==> src/pfa_pkg.sv <==
// Shared types and constants of the paged frame allocator.
// Used by pfa_divider and paged_frame_allocator; depends on nothing.
package pfa_pkg;

    localparam int BYTES_W = 20;
    localparam int FSIZE_W = 16;
    localparam int PID_W   = 16;
    localparam int FIM_W   = 8;
    localparam int QCNT_W  = 5;
    localparam int CFG_IDX_W = 2;

    localparam logic [15:0] FSIZE_RESET = 16'd4096;
    localparam logic [7:0]  FIM_RESET   = 8'd128;

    localparam logic [CFG_IDX_W-1:0] CFG_FRAME_SIZE = 2'd0;
    localparam logic [CFG_IDX_W-1:0] CFG_FRAMES_MEM = 2'd1;

    localparam logic REQ_CREATE = 1'b0;
    localparam logic REQ_DELETE = 1'b1;

    localparam logic [2:0] ST_OK        = 3'd0;
    localparam logic [2:0] ST_NO_FRAMES = 3'd1;
    localparam logic [2:0] ST_TOO_BIG   = 3'd2;
    localparam logic [2:0] ST_TABLE_FULL = 3'd3;
    localparam logic [2:0] ST_NOT_FOUND = 3'd4;

    typedef enum logic [3:0] {
        S_IDLE,
        S_RECOUNT,
        S_DIV,
        S_CHECK,
        S_ALLOC,
        S_FIND,
        S_FREE,
        S_SHIFT,
        S_DEL_RESP
    } pfa_state_t;

    typedef struct packed {
        logic               done;
        logic [BYTES_W-1:0] quot;
        logic [FSIZE_W-1:0] rem;
    } pfa_div_res_t;

endpackage

==> src/pfa_divider.sv <==
// Restoring divider, one quotient bit per cycle, for bytes / frame size.
// Depends on pfa_pkg.
module pfa_divider
    import pfa_pkg::*;
(
    input  logic               aclk,
    input  logic               aresetn,
    input  logic               start,
    input  logic [BYTES_W-1:0] dividend,
    input  logic [FSIZE_W-1:0] divisor,
    output pfa_div_res_t       res
);

    logic [BYTES_W-1:0] q_reg, q_next;
    logic [FSIZE_W-1:0] rem_reg, rem_next;
    logic [FSIZE_W-1:0] dvs_reg, dvs_next;
    logic [QCNT_W-1:0]  cnt_reg, cnt_next;
    logic               busy_reg, busy_next;
    logic               done_reg, done_next;
    logic [FSIZE_W:0]   trial;

    always_ff @(posedge aclk) begin
        if (!aresetn) begin
            busy_reg <= 1'b0;
            done_reg <= 1'b0;
        end else begin
            busy_reg <= busy_next;
            done_reg <= done_next;
        end
        q_reg   <= q_next;
        rem_reg <= rem_next;
        dvs_reg <= dvs_next;
        cnt_reg <= cnt_next;
    end

    always_comb begin
        q_next    = q_reg;
        rem_next  = rem_reg;
        dvs_next  = dvs_reg;
        cnt_next  = cnt_reg;
        busy_next = busy_reg;
        done_next = 1'b0;
        trial     = {rem_reg, q_reg[BYTES_W-1]};
        if (start) begin
            q_next    = dividend;
            rem_next  = '0;
            dvs_next  = divisor;
            cnt_next  = '0;
            busy_next = 1'b1;
        end else if (busy_reg) begin
            // shift in one dividend bit, subtract when it fits
            if (trial >= {1'b0, dvs_reg}) begin
                rem_next = FSIZE_W'(trial - {1'b0, dvs_reg});
                q_next   = {q_reg[BYTES_W-2:0], 1'b1};
            end else begin
                rem_next = trial[FSIZE_W-1:0];
                q_next   = {q_reg[BYTES_W-2:0], 1'b0};
            end
            cnt_next = cnt_reg + 1'b1;
            if (cnt_reg == QCNT_W'(BYTES_W - 1)) begin
                busy_next = 1'b0;
                done_next = 1'b1;
            end
        end
    end

    assign res.done = done_reg;
    assign res.quot = q_reg;
    assign res.rem  = rem_reg;

endmodule

==> src/paged_frame_allocator.sv <==
// Top level of the paged frame allocator: sequencer, frame bitmap, owner and
// process table memories. Depends on pfa_pkg and pfa_divider.
//
//  channel  | handshake           | carries
//  ---------+---------------------+--------------------------------------------
//  s_       | s_valid / s_ready   | req_type, proc_id, proc_bytes
//  m_       | m_valid / m_ready   | status, frame_valid, frame_number,
//           |                     | frame_count, wasted_bytes, free_left, last
//  cfg_     | cfg_valid/cfg_ready | cfg_index (0 frame_size, 1 frames_in_memory),
//           |                     | cfg_data
//
// Create: the divider works out the frame count, a check state follows, then
//   frames are scanned up to the highest frame taken (plus any output stall).
// Delete: the table is searched entry by entry, all NUM_FRAMES frames are
//   visited (owner memory read for used frames), then later entries are compacted.
// A write of frames_in_memory recounts free frames over all NUM_FRAMES frames.
// Reset (synchronous, aresetn low) clears the bitmap and table count at once.
// The block takes no item while busy; a waiting result stalls the sequencer.
module paged_frame_allocator
    import pfa_pkg::*;
#(
    parameter int NUM_FRAMES      = 128,
    parameter int MAX_PROCS       = 64,
    parameter int FRAMES_PER_PROC = 32
) (
    input  logic                 aclk,
    input  logic                 aresetn,
    input  logic                 s_valid,
    output logic                 s_ready,
    input  logic                 s_req_type,
    input  logic [15:0]          s_proc_id,
    input  logic [19:0]          s_proc_bytes,
    output logic                 m_valid,
    input  logic                 m_ready,
    output logic [2:0]           m_status,
    output logic                 m_frame_valid,
    output logic [6:0]           m_frame_number,
    output logic [5:0]           m_frame_count,
    output logic [15:0]          m_wasted_bytes,
    output logic [7:0]           m_free_left,
    output logic                 m_last,
    input  logic                 cfg_valid,
    output logic                 cfg_ready,
    input  logic [CFG_IDX_W-1:0] cfg_index,
    input  logic [15:0]          cfg_data
);

    localparam int FW  = $clog2(NUM_FRAMES);
    localparam int CW  = $clog2(NUM_FRAMES + 1);
    localparam int PW  = (MAX_PROCS > 1) ? $clog2(MAX_PROCS) : 1;
    localparam int PCW = $clog2(MAX_PROCS + 1);
    localparam int EFW = $clog2(FRAMES_PER_PROC + 1);
    localparam int IW  = (FW > PCW) ? FW : PCW;
    localparam int NW  = BYTES_W + 1;
    localparam int LW  = (CW > FIM_W) ? CW : FIM_W;

    pfa_state_t state_reg, state_next;

    // configuration
    logic [FSIZE_W-1:0] fsize_reg, fsize_next;
    logic [FIM_W-1:0]   fim_reg, fim_next;
    logic [CW-1:0]      lim;
    logic [FSIZE_W-1:0] fs_eff;

    // global state
    logic [NUM_FRAMES-1:0] in_use_reg, in_use_next;
    logic [PCW-1:0]        pcnt_reg, pcnt_next;
    logic [CW-1:0]         free_reg, free_next;

    // request context
    logic [PID_W-1:0]   pid_reg, pid_next;
    logic [NW-1:0]      frames_reg, frames_next;
    logic [FSIZE_W-1:0] waste_reg, waste_next;
    logic [IW-1:0]      idx_reg, idx_next;
    logic               ph_reg, ph_next;
    logic [EFW-1:0]     acnt_reg, acnt_next;
    logic [PW-1:0]      slot_reg, slot_next;
    logic [CW-1:0]      acc_reg, acc_next;

    // output register
    logic        mv_reg, mv_next;
    logic [2:0]  mst_reg, mst_next;
    logic        mfv_reg, mfv_next;
    logic [6:0]  mfn_reg, mfn_next;
    logic [5:0]  mfc_reg, mfc_next;
    logic [15:0] mwb_reg, mwb_next;
    logic [7:0]  mfl_reg, mfl_next;
    logic        mlast_reg, mlast_next;
    logic        out_free;

    // memories
    logic [PID_W-1:0]   pid_mem [MAX_PROCS];
    logic [EFW-1:0]     efr_mem [MAX_PROCS];
    logic [FSIZE_W-1:0] wst_mem [MAX_PROCS];
    logic [PW-1:0]      own_mem [NUM_FRAMES];
    logic [PID_W-1:0]   pid_rd_reg;
    logic [EFW-1:0]     efr_rd_reg;
    logic [FSIZE_W-1:0] wst_rd_reg;
    logic [PW-1:0]      own_rd_reg;
    logic               ent_we;
    logic [PW-1:0]      ent_wa, ent_ra;
    logic [PID_W-1:0]   ent_wpid;
    logic [EFW-1:0]     ent_wfr;
    logic [FSIZE_W-1:0] ent_wws;
    logic               own_we;
    logic [PW-1:0]      own_wd;
    logic [FW-1:0]      fidx;

    // divider
    logic         div_start;
    pfa_div_res_t div_res;
    logic         in_acc;

    pfa_divider u_div (
        .aclk     (aclk),
        .aresetn  (aresetn),
        .start    (div_start),
        .dividend (s_proc_bytes),
        .divisor  (fs_eff),
        .res      (div_res)
    );

    assign lim    = (LW'(fim_reg) > LW'(NUM_FRAMES)) ? CW'(NUM_FRAMES) : CW'(fim_reg);
    assign fs_eff = (fsize_reg == '0) ? FSIZE_W'(1) : fsize_reg;
    assign fidx   = idx_reg[FW-1:0];
    assign ent_ra = (state_reg == S_SHIFT) ? PW'(idx_reg + 1'b1) : PW'(idx_reg);
    assign out_free = !mv_reg || m_ready;

    assign s_ready   = (state_reg == S_IDLE) && !cfg_valid;
    assign cfg_ready = (state_reg == S_IDLE);
    assign in_acc    = s_valid && s_ready;
    assign div_start = in_acc && (s_req_type == REQ_CREATE);

    assign m_valid        = mv_reg;
    assign m_status       = mst_reg;
    assign m_frame_valid  = mfv_reg;
    assign m_frame_number = mfn_reg;
    assign m_frame_count  = mfc_reg;
    assign m_wasted_bytes = mwb_reg;
    assign m_free_left    = mfl_reg;
    assign m_last         = mlast_reg;

    always_ff @(posedge aclk) begin
        if (!aresetn) begin
            state_reg  <= S_IDLE;
            fsize_reg  <= FSIZE_RESET;
            fim_reg    <= FIM_RESET;
            in_use_reg <= '0;
            pcnt_reg   <= '0;
            free_reg   <= (LW'(FIM_RESET) > LW'(NUM_FRAMES)) ? CW'(NUM_FRAMES)
                                                             : CW'(FIM_RESET);
            mv_reg     <= 1'b0;
        end else begin
            state_reg  <= state_next;
            fsize_reg  <= fsize_next;
            fim_reg    <= fim_next;
            in_use_reg <= in_use_next;
            pcnt_reg   <= pcnt_next;
            free_reg   <= free_next;
            mv_reg     <= mv_next;
        end
        pid_reg    <= pid_next;
        frames_reg <= frames_next;
        waste_reg  <= waste_next;
        idx_reg    <= idx_next;
        ph_reg     <= ph_next;
        acnt_reg   <= acnt_next;
        slot_reg   <= slot_next;
        acc_reg    <= acc_next;
        mst_reg    <= mst_next;
        mfv_reg    <= mfv_next;
        mfn_reg    <= mfn_next;
        mfc_reg    <= mfc_next;
        mwb_reg    <= mwb_next;
        mfl_reg    <= mfl_next;
        mlast_reg  <= mlast_next;
    end

    // process table
    always_ff @(posedge aclk) begin
        if (ent_we) begin
            pid_mem[ent_wa] <= ent_wpid;
            efr_mem[ent_wa] <= ent_wfr;
            wst_mem[ent_wa] <= ent_wws;
        end
        pid_rd_reg <= pid_mem[ent_ra];
        efr_rd_reg <= efr_mem[ent_ra];
        wst_rd_reg <= wst_mem[ent_ra];
    end

    // frame owner: table position of the process holding each used frame
    always_ff @(posedge aclk) begin
        if (own_we) begin
            own_mem[fidx] <= own_wd;
        end
        own_rd_reg <= own_mem[fidx];
    end

    always_comb begin
        state_next  = state_reg;
        fsize_next  = fsize_reg;
        fim_next    = fim_reg;
        in_use_next = in_use_reg;
        pcnt_next   = pcnt_reg;
        free_next   = free_reg;
        pid_next    = pid_reg;
        frames_next = frames_reg;
        waste_next  = waste_reg;
        idx_next    = idx_reg;
        ph_next     = ph_reg;
        acnt_next   = acnt_reg;
        slot_next   = slot_reg;
        acc_next    = acc_reg;
        mv_next     = mv_reg && !m_ready;
        mst_next    = mst_reg;
        mfv_next    = mfv_reg;
        mfn_next    = mfn_reg;
        mfc_next    = mfc_reg;
        mwb_next    = mwb_reg;
        mfl_next    = mfl_reg;
        mlast_next  = mlast_reg;
        ent_we      = 1'b0;
        ent_wa      = PW'(pcnt_reg);
        ent_wpid    = pid_reg;
        ent_wfr     = EFW'(frames_reg);
        ent_wws     = waste_reg;
        own_we      = 1'b0;
        own_wd      = slot_reg;

        case (state_reg)
            S_IDLE: begin
                if (cfg_valid) begin
                    if (cfg_index == CFG_FRAME_SIZE) begin
                        fsize_next = cfg_data;
                    end else if (cfg_index == CFG_FRAMES_MEM) begin
                        fim_next   = cfg_data[FIM_W-1:0];
                        idx_next   = '0;
                        acc_next   = '0;
                        state_next = S_RECOUNT;
                    end
                end else if (in_acc) begin
                    pid_next = s_proc_id;
                    idx_next = '0;
                    ph_next  = 1'b0;
                    state_next = (s_req_type == REQ_DELETE) ? S_FIND : S_DIV;
                end
            end

            S_RECOUNT: begin
                // count free frames below the new limit, one frame a cycle
                if ((CW'(fidx) < lim) && !in_use_reg[fidx]) begin
                    acc_next = acc_reg + 1'b1;
                end
                idx_next = idx_reg + 1'b1;
                if (fidx == FW'(NUM_FRAMES - 1)) begin
                    free_next  = acc_next;
                    state_next = S_IDLE;
                end
            end

            S_DIV: begin
                if (div_res.done) begin
                    frames_next = NW'(div_res.quot) + NW'(div_res.rem != '0);
                    waste_next  = (div_res.rem == '0) ? '0 : FSIZE_W'(fs_eff - div_res.rem);
                    state_next  = S_CHECK;
                end
            end

            S_CHECK: begin
                if (out_free) begin
                    mv_next    = 1'b1;
                    mfv_next   = 1'b0;
                    mfn_next   = '0;
                    mfc_next   = '0;
                    mwb_next   = '0;
                    mfl_next   = 8'(free_reg);
                    mlast_next = 1'b1;
                    state_next = S_IDLE;
                    if (frames_reg > NW'(free_reg)) begin
                        mst_next = ST_NO_FRAMES;
                    end else if (frames_reg > NW'(FRAMES_PER_PROC)) begin
                        mst_next = ST_TOO_BIG;
                    end else if (pcnt_reg >= PCW'(MAX_PROCS)) begin
                        mst_next = ST_TABLE_FULL;
                    end else begin
                        mst_next  = ST_OK;
                        ent_we    = 1'b1;
                        slot_next = PW'(pcnt_reg);
                        pcnt_next = pcnt_reg + 1'b1;
                        free_next = free_reg - CW'(frames_reg);
                        if (frames_reg != '0) begin
                            // no result here: frames follow from the scan
                            mv_next    = mv_reg && !m_ready;
                            idx_next   = '0;
                            acnt_next  = '0;
                            state_next = S_ALLOC;
                        end
                    end
                end
            end

            S_ALLOC: begin
                // take the lowest free frames, one result per frame taken
                if (in_use_reg[fidx]) begin
                    idx_next = idx_reg + 1'b1;
                end else if (out_free) begin
                    in_use_next[fidx] = 1'b1;
                    own_we     = 1'b1;
                    mv_next    = 1'b1;
                    mst_next   = ST_OK;
                    mfv_next   = 1'b1;
                    mfn_next   = 7'(fidx);
                    mfc_next   = 6'(frames_reg);
                    mwb_next   = waste_reg;
                    mfl_next   = 8'(free_reg);
                    mlast_next = (NW'(acnt_reg) + NW'(1)) == frames_reg;
                    acnt_next  = acnt_reg + 1'b1;
                    idx_next   = idx_reg + 1'b1;
                    if (mlast_next) begin
                        state_next = S_IDLE;
                    end
                end
            end

            S_FIND: begin
                if (!ph_reg) begin
                    if (idx_reg < IW'(pcnt_reg)) begin
                        ph_next = 1'b1;
                    end else if (out_free) begin
                        mv_next    = 1'b1;
                        mst_next   = ST_NOT_FOUND;
                        mfv_next   = 1'b0;
                        mfn_next   = '0;
                        mfc_next   = '0;
                        mwb_next   = '0;
                        mfl_next   = 8'(free_reg);
                        mlast_next = 1'b1;
                        state_next = S_IDLE;
                    end
                end else begin
                    ph_next = 1'b0;
                    if (pid_rd_reg == pid_reg) begin
                        slot_next   = PW'(idx_reg);
                        frames_next = NW'(efr_rd_reg);
                        waste_next  = wst_rd_reg;
                        acc_next    = '0;
                        idx_next    = '0;
                        state_next  = S_FREE;
                    end else begin
                        idx_next = idx_reg + 1'b1;
                    end
                end
            end

            S_FREE: begin
                // release the owner's frames, renumber owners above the gap
                if (!ph_reg && in_use_reg[fidx]) begin
                    ph_next = 1'b1;
                end else begin
                    ph_next = 1'b0;
                    if (ph_reg) begin
                        if (own_rd_reg == slot_reg) begin
                            in_use_next[fidx] = 1'b0;
                            if (CW'(fidx) < lim) begin
                                acc_next = acc_reg + 1'b1;
                            end
                        end else if (own_rd_reg > slot_reg) begin
                            own_we = 1'b1;
                            own_wd = own_rd_reg - 1'b1;
                        end
                    end
                    idx_next = idx_reg + 1'b1;
                    if (fidx == FW'(NUM_FRAMES - 1)) begin
                        idx_next   = IW'(slot_reg);
                        state_next = S_SHIFT;
                    end
                end
            end

            S_SHIFT: begin
                // close the gap: move each later entry down by one
                if ((idx_reg + 1'b1) < IW'(pcnt_reg)) begin
                    if (!ph_reg) begin
                        ph_next = 1'b1;
                    end else begin
                        ph_next  = 1'b0;
                        ent_we   = 1'b1;
                        ent_wa   = PW'(idx_reg);
                        ent_wpid = pid_rd_reg;
                        ent_wfr  = efr_rd_reg;
                        ent_wws  = wst_rd_reg;
                        idx_next = idx_reg + 1'b1;
                    end
                end else begin
                    pcnt_next  = pcnt_reg - 1'b1;
                    free_next  = free_reg + acc_reg;
                    state_next = S_DEL_RESP;
                end
            end

            S_DEL_RESP: begin
                if (out_free) begin
                    mv_next    = 1'b1;
                    mst_next   = ST_OK;
                    mfv_next   = 1'b0;
                    mfn_next   = '0;
                    mfc_next   = 6'(frames_reg);
                    mwb_next   = waste_reg;
                    mfl_next   = 8'(free_reg);
                    mlast_next = 1'b1;
                    state_next = S_IDLE;
                end
            end

            default: begin
                state_next = S_IDLE;
            end
        endcase
    end

    // free count can never exceed the frames that exist
    a_free_bound: assert property (@(posedge aclk) disable iff (!aresetn)
        free_reg <= CW'(NUM_FRAMES))
        else $error("free frame count above frame total");

    // table never holds more processes than it has entries
    a_pcnt_bound: assert property (@(posedge aclk) disable iff (!aresetn)
        pcnt_reg <= PCW'(MAX_PROCS))
        else $error("process count above table depth");

    // an accepted item keeps the input closed on the next cycle
    a_busy_after: assert property (@(posedge aclk) disable iff (!aresetn)
        (s_valid && s_ready) |=> !s_ready)
        else $error("input reopened right after accepting an item");

    // only frame results may be followed by more results of the same item
    a_nonframe_last: assert property (@(posedge aclk) disable iff (!aresetn)
        (m_valid && !m_frame_valid) |-> m_last)
        else $error("result without frame is not last");

endmodule

==> config.mk <==
export PLATFORM = sky130hd
export DESIGN_NAME = paged_frame_allocator
export DESIGN_NICKNAME = d
export VERILOG_FILES = /design/src/pfa_pkg.sv /design/src/pfa_divider.sv /design/src/paged_frame_allocator.sv
export SDC_FILE = /design/constraint.sdc
export NUM_CORES = 2
export LEC_CHECK = 0
export BUFFER_PORTS_ARGS = -buffer_cell sky130_fd_sc_hd__buf_4
export CAP_MARGIN = 20
export CELL_PAD_IN_SITES_DETAIL_PLACEMENT = 1
export CELL_PAD_IN_SITES_GLOBAL_PLACEMENT = 2
export CORE_MARGIN = 2
export CORE_UTILIZATION = 45
export CTS_CLUSTER_SIZE = 10
export DETAILED_ROUTE_END_ITERATION = 8
export PLACE_DENSITY = 0.79
export SYNTH_ARGS = -nofsm -noshare
export SYNTH_HDL_FRONTEND = slang
export SYNTH_SLANG_ARGS = --single-unit
export TNS_END_PERCENT = 5
==> constraint.sdc <==
create_clock -name aclk -period 7.3 [get_ports aclk]
set_input_delay 0.73 -clock aclk [delete_from_list [all_inputs] [get_ports aclk]]
set_output_delay 0.73 -clock aclk [all_outputs]
set_load 0.1 [all_outputs]
==> After elaboration in Yosys (flattened, before gate mapping) <==
Memory sizes are Yosys's and may differ from the RTL's. A register that Yosys moved wholly into a read port is not among the register bits.
Cells that the tools add are included.
{ "word_totals": {"elab_cells": 370, "output_inout_bits": 45, "in_bits": 60, "mem_bits_rw": 3200, "mem_count": 4, "regBits": 354} }
{ "classes": {"mux": 208, "reduce_logical": 50, "n_addsub": 13, "n_lt_le_gt_ge": 11, "n_eq_ne": 48, "bitwise_logic": 8} }
{ "memory_table": {"columns": ["name", "words", "width", "rd", "rd_clocked_by_memory_dff", "write_ports", "line", "text"], "rows": [
  ["pid_mem", 64, 16, 1, 1, 1, "paged_frame_allocator.sv:92", "logic [PID_W-1:0] pid_mem [MAX_PROCS];"],
  ["wst_mem", 64, 16, 1, 1, 1, "paged_frame_allocator.sv:94", "logic [FSIZE_W-1:0] wst_mem [MAX_PROCS];"],
  ["own_mem", 128, 6, 1, 1, 1, "paged_frame_allocator.sv:95", "logic [PW-1:0] own_mem [NUM_FRAMES];"],
  ["efr_mem", 64, 6, 1, 1, 1, "paged_frame_allocator.sv:93", "logic [EFW-1:0] efr_mem [MAX_PROCS];"]
]} }
{ "ops": {"columns": ["operator", "count"], "rows": [
  ["128-bit 2-to-1 mux", 5],
  ["16-bit 2-to-1 mux", 17],
  ["128-bit case mux with 2 select lines", 1],
  ["7-bit 2-to-1 mux", 27],
  ["6-bit 2-to-1 mux", 30],
  ["8-bit 2-to-1 mux", 21],
  ["128-bit bitwise AND", 1],
  ["128-bit NOT", 1],
  ["128-bit OR", 1],
  ["4-bit 2-to-1 mux", 17],
  ["16-bit case mux with 4 select lines", 1],
  ["21-bit 2-to-1 mux", 3],
  ["1-bit 2-to-1 mux", 49],
  ["7-bit case mux with 7 select lines", 1],
  ["2-bit inequality test, second input constant", 24],
  ["8-bit case mux with 3 select lines", 2],
  ["21-bit case mux with 2 select lines", 1],
  ["20-bit 2-to-1 mux", 2],
  ["4-bit case mux with 9 select lines", 1],
  ["3-bit 2-to-1 mux", 11],
  ["16-bit zero test", 2],
  ["16-bit case mux with 2 select lines", 1],
  ["8-bit case mux with 4 select lines", 1],
  ["16-bit subtractor", 2],
  ["66 further kinds", 116]
]} }

==> Depth between registers and ports, before layout <==
{ "logic_depth": {"ltp_word": 10, "depth_mapped": 20, "ltp_nobuf": 14} }

==> Cells and area by module <==
A second synthesis with hierarchy kept.
{ "unflattened": {"cells_unflattened": 7371, "area_unflattened_um2": 142206.4} }
{ "by_module_without_submodules": {"columns": ["mod", "cells_per_inst", "seq_area_each_um2", "area_each_um2", "n_inst"], "rows": [
  ["paged_frame_allocator", 7041, 104109.8, 138819.4, 1],
  ["pfa_divider", 330, 1541.5, 3387.0, 1]
]} }

==> Least setup slack after synthesis <==
Ideal clock, no wire load.
{ "synth_timing": {"path_kind": "register to register", "start": "register slot_reg[3]", "end": "memory own_mem[0][2] in the netlist's numbering (data pin)", "setup_time_ns": 1.198, "slack_ns": -0.218, "required_ns": 6.102, "synth_period_minus_slack_ns": 7.518, "n_path_buf": 1, "path_stages_with_launch": 9, "arrival_time_ns": 6.320, "cell_sequence": "edfxtp_1 inv_1 ha_1 a21oi_1 nor2b_1 o21ai_0 a211oi_1 clkbuf_1 o21ai_0"} }
{ "synth_between": {"elab_chain_cells": 6, "elab_cells_between_ends": 7, "classes_between": "order compare (1); eq/ne (1); mux (5)"} }
{ "synth_rtl": {"columns": ["item", "line", "text"], "rows": [
  ["start, declared", "paged_frame_allocator.sv:77", "logic [PW-1:0] slot_reg, slot_next;"],
  ["start signal, assigned", "paged_frame_allocator.sv:168", "slot_reg <= slot_next;"],
  ["6-bit > comparator", "paged_frame_allocator.sv:367", "end else if (own_rd_reg > slot_reg) begin"],
  ["6-bit 2-to-1 mux", "paged_frame_allocator.sv:367", null],
  ["6-bit 2-to-1 mux (*)", "paged_frame_allocator.sv:362", "if (own_rd_reg == slot_reg) begin"],
  ["6-bit 2-to-1 mux (*)", "paged_frame_allocator.sv:361", "if (ph_reg) begin"],
  ["6-bit 2-to-1 mux (*)", "paged_frame_allocator.sv:357", "if (!ph_reg && in_use_reg[fidx]) begin"],
  ["6-bit 2-to-1 mux (*)", "paged_frame_allocator.sv:230", "case (state_reg)"],
  ["net own_wd[2]", "paged_frame_allocator.sv:106", "logic [PW-1:0] own_wd;"],
  ["end, declared", "paged_frame_allocator.sv:95", null]
]} }
Mark *: on every way through the listed nets, which the timed path passes. The rest lies on a longest branch.

==> Final worst setup path <==
{ "layout_timing": {"start": "register idx_reg[0], in the netlist fidx[0]", "end": "memory pid_mem[41][3], enable pin"} }
{ "layout_between": {"elab_chain_cells": 6, "elab_cells_between_ends": 9, "classes_between": "add/sub (1); order compare (1); mux (7)"} }
{ "layout_rtl": {"columns": ["item", "line", "text"], "rows": [
  ["start, declared", "paged_frame_allocator.sv:74", "logic [IW-1:0] idx_reg, idx_next;"],
  ["start signal, assigned", "paged_frame_allocator.sv:165", "idx_reg <= idx_next;"],
  ["7-bit by 1-bit adder with 7-bit output", "paged_frame_allocator.sv:382", "if ((idx_reg + 1'b1) < IW'(pcnt_reg)) begin"],
  ["7-bit less-than comparator", "paged_frame_allocator.sv:382", null],
  ["1-bit 2-to-1 mux", "paged_frame_allocator.sv:382", null],
  ["1-bit case mux with 2 select lines", "paged_frame_allocator.sv:230", null],
  ["1-bit 2-to-1 mux", "paged_frame_allocator.sv:181", "if (ent_we) begin"],
  ["1-bit 2-to-1 mux (implied by the code)", "paged_frame_allocator.sv:182", "pid_mem[ent_wa] <= ent_wpid;"],
  ["end, declared", "paged_frame_allocator.sv:92", null]
]} }
Parallel ways exist; a longest one is shown, timed or not.

==> metrics.md <==
| Metric | Value |
|---|---|
| Synth cell types | `80` |
| Worst Hold Launch | `s_proc_bytes[5]` |
| Die X | `between 500 and 600 µm` |
| Vias | `approximately 77,000` |
| Most frequent cells in the layout | `edfxtp_1, mux4_2, clkbuf_16, buf_4, o21ai_0` |
| Final Core Density | `51.5%` |
| Design area | `~160,000 µm²` |
| CP max FO | `72` |
| Flops & latches, synth | `between 3,000 and 4,000` |
| Reg power frac | `40.3%` |
| Die Span Y | `approximately 560 µm` |
| Mapped Nets | `7,433` |
| Detailed placement HPWL | `253 mm` |
| Hold_ws | `around 0.055 ns` |
| Clock transition at path regs | `about 0.060 ns` |
| Cells after synthesis | `7,286` |
| Reg2Reg Depth | `13` |
| Core area | `approximately 310,000 µm²` |
| Worst setup endpoint | `pid_mem[41][3]` |
| RSZ-0062 raised after global routing | `false` |
| Clk buf depth | `4` |
| Drt initial violations | `9,833` |
| Final Setup Violations | `0` |
| Clock latency on the worst-skew pair | `between 0.9 and 1 ns` |
| Slew Limit Fails | `0` |
| Crit end category | `flip-flop` |
| Post-place setup slack | `between 1.5 and 2 ns` |
| Port bufs | `104` |
| Layout cells sized above 1 | `roughly a quarter` |
| Vias in the first global route | `between 70,000 and 80,000` |
| Lkg Pwr | `50.7 nW` |
| Post-Syn Area per Cell | `between 15 and 20 µm²` |
| Layout fillers | `between 20,000 and 30,000` |
| Routability cong. | `around 0.86` |
| CTS Sinks | `approximately 3,600` |
| Final TNS setup | `0 ns` |
| Startpoint types | `flip-flop` |
| Post-route insts no fill | `~12,000` |
| Total power | `slightly below 60 mW` |
| Mapped Area | `roughly 140,000 µm²` |
| Routed vias/inst | `6.38` |
| Switch share | `about a third` |
| Slew HR | `20.5%` |
| CTS tree | `yes` |
| Achievable Freq | `around 0.17 GHz` |
| R2r endpoint | `pid_mem[41][3]` |
| Max VDD drop | `~0.00032 V` |
| Total Routed Length | `between 400 and 500 mm` |
| Clock power frac | `a little under a third` |
| CTS Root Cell | `clkbuf_16` |
| Register area share after synthesis | `around three quarters` |
| NetSw | `18.3 mW` |
| Global-route wire length before repair | `592 mm` |
| R2R setup slack | `between 1.5 and 2 ns` |
| Cell area after placement | `~150,000 µm²` |
| P&R area growth vs syn | `13.9%` |
| Number of buffers created by CTS | `a little over 400` |
| GR Util All Layers | `25.8%` |
| Antenna-violating nets left | `0` |
| Top FF cell, synth | `edfxtp_1` |
| Worst-Margin Slew | `around 1.2 ns` |
| Initial antenna violation count | `1` |
| Fin crit share | `about four fifths` |
| Post-synth EDFFs | `approximately 3,400` |
| Worst R2R Start | `fidx[0]` |
| Overflow after GRT | `0` |
| Detailed Routing Iterations Pass 1 | `6` |
| Hold Crit Class | `in -> reg` |
| DP Cell Count | `11,386` |
| Final min period | `between 5 and 6 ns` |
| Final nets | `between 7,000 and 8,000` |
| Count of final hold-check violations | `0` |
| Htree depth | `5` |
| Largest regs | `pid_mem: 1024 flops, wst_mem: 1024 flops, own_mem: 768 flops` |
| Rows | `205` |
| DRC | `0` |
| Clock skew | `~0.13 ns` |
| Cell area power density | `approximately 360 nW/µm²` |
| Final WS setup | `1.53 ns` |
| Largest net degree at the start of global routing | `~130` |
| Syn. warnings | `0` |
| Logic pwr share | `28.5%` |
| Worst Setup SP | `fidx[0]` |
| WL per Instance | `~34 µm` |
| Starting density of the core | `45.2%` |
| Asr flop ratio synth | `0%` |
| DIE AREA | `roughly 320,000 µm²` |
| Io pins | `105` |
| Setup CP Type | `reg -> reg` |
| Max cap viols | `0` |
| Data required, critical path | `between 7 and 8 ns` |
| Worst Path Arrival | `~6.3 ns` |
| Internal | `roughly 40 mW` |
| Status | `complete, no violations` |
| Commonest non-fill, non-tap cell in the layout | `edfxtp_1` |
[area by class of cell]
class                   count  area, µm²  share of cell area (%)
well taps                4140       5180                    3.22
diodes                      7       17.5                  0.0109
clock buffers             554      10800                    6.70
multi-input cells        3174      34300                    21.3
inverters                  83        313                   0.195
clock inverters            40        626                   0.389
repair buffers            427       3960                    2.46
flip-flops and latches   3598     106000                    65.7
[per-layer routing]
| metal | GRT usage, % | up-vias | part of all wire, % |
|---|---|---|---|
| met5 | 0 | - | 0 |
| met4 | 8.23 | 0 | 3.5 |
| met3 | 4.36 | 720 | 8.3 |
| met2 | 41.9 | 4052 | 48 |
| met1 | 35.7 | 41279 | 40 |
| li1 | - | 30685 | - |
[worst min-delay path by stage]
| stage | endpoint | slack, ns | cells past startpoint |
|---|---|---|---|
| CTS | fim_reg[7] | 0.0009 | 3 |
| floorplan | flip-flop | 0.43 | 2 |
| global route | u_div.q_reg[2] | 0.03 | 3 |
| finish | u_div.q_reg[5] | 0.06 | 3 |
| detailed placement | flip-flop | 0.46 | 2 |
| global placement | flip-flop | 0.45 | 2 |
[cell families after synthesis]
kind of cell | share of synthesized area [%]
flip-flops | 74.8
AO/OA/AOI/OAI | 4.85
multiplexers | 14.3
AND/OR/NAND/NOR | 3.13
buffers and inverters | 1.46
XOR/XNOR | 0.655
adder cells (fa/ha/maj) | 0.792
[worst max-delay path: stages, from the launching register on]
cell      delay [ns]
edfxtp_1        0.40
buf_12          0.45
and3_4          0.29
nand2_1         0.09
xnor2_1         0.23
ha_1            0.29
a21o_1          0.16
a21oi_1         0.24
nand4_1         0.17
buf_4           0.34
o31ai_1         0.91
nand2_1         0.71
nor2_4          0.56
buf_4           0.45
[power groups by stage]
stage	clock network (mW)	logic, mW	registers [mW]
6_report	18.2	16.6	23.5
5_1_grt	19.1	17.3	23.5
2_1_floorplan	0	10.2	23.9
3_5_place_dp	0	16.5	23.9
4_1_cts	18.4	16.7	23.5
3_3_place_gp	0	16.3	23.9
[cell usage after synthesis, drive strengths merged, types with 10 or more instances]
library cell | number | area (µm²)
inv | 80 | 300
and2 | 45 | 282
o21ai | 332 | 1660
a221oi | 73 | 639
nand3 | 69 | 358
or3 | 10 | 62.6
ha | 83 | 1040
clkbuf | 286 | 1070
nor2 | 377 | 1420
xor2 | 39 | 342
buf | 145 | 673
o22ai | 19 | 119
nor3 | 31 | 155
mux2 | 68 | 766
dfxtp | 239 | 4780
a21oi | 144 | 721
mux4 | 826 | 18600
edfxtp | 3359 | 101000
and3 | 20 | 125
nor2b | 23 | 144
nor4 | 22 | 138
a41oi | 25 | 219
xnor2 | 64 | 561
a21o | 26 | 195
a31oi | 35 | 219
a211oi | 18 | 135
nand2 | 258 | 968
nand4 | 46 | 288
a22o | 49 | 429
o211ai | 16 | 120
mux2i | 86 | 861
a22oi | 208 | 1560
nand2b | 23 | 144
[repair_timing]
action                    in CTS  in global routing
gates resized for setup        0                  0
buffers inserted               0                  0
hold buffers                  28                  0
hold endpoints to repair      28                  0
Power figures use the tool's default switching activity.
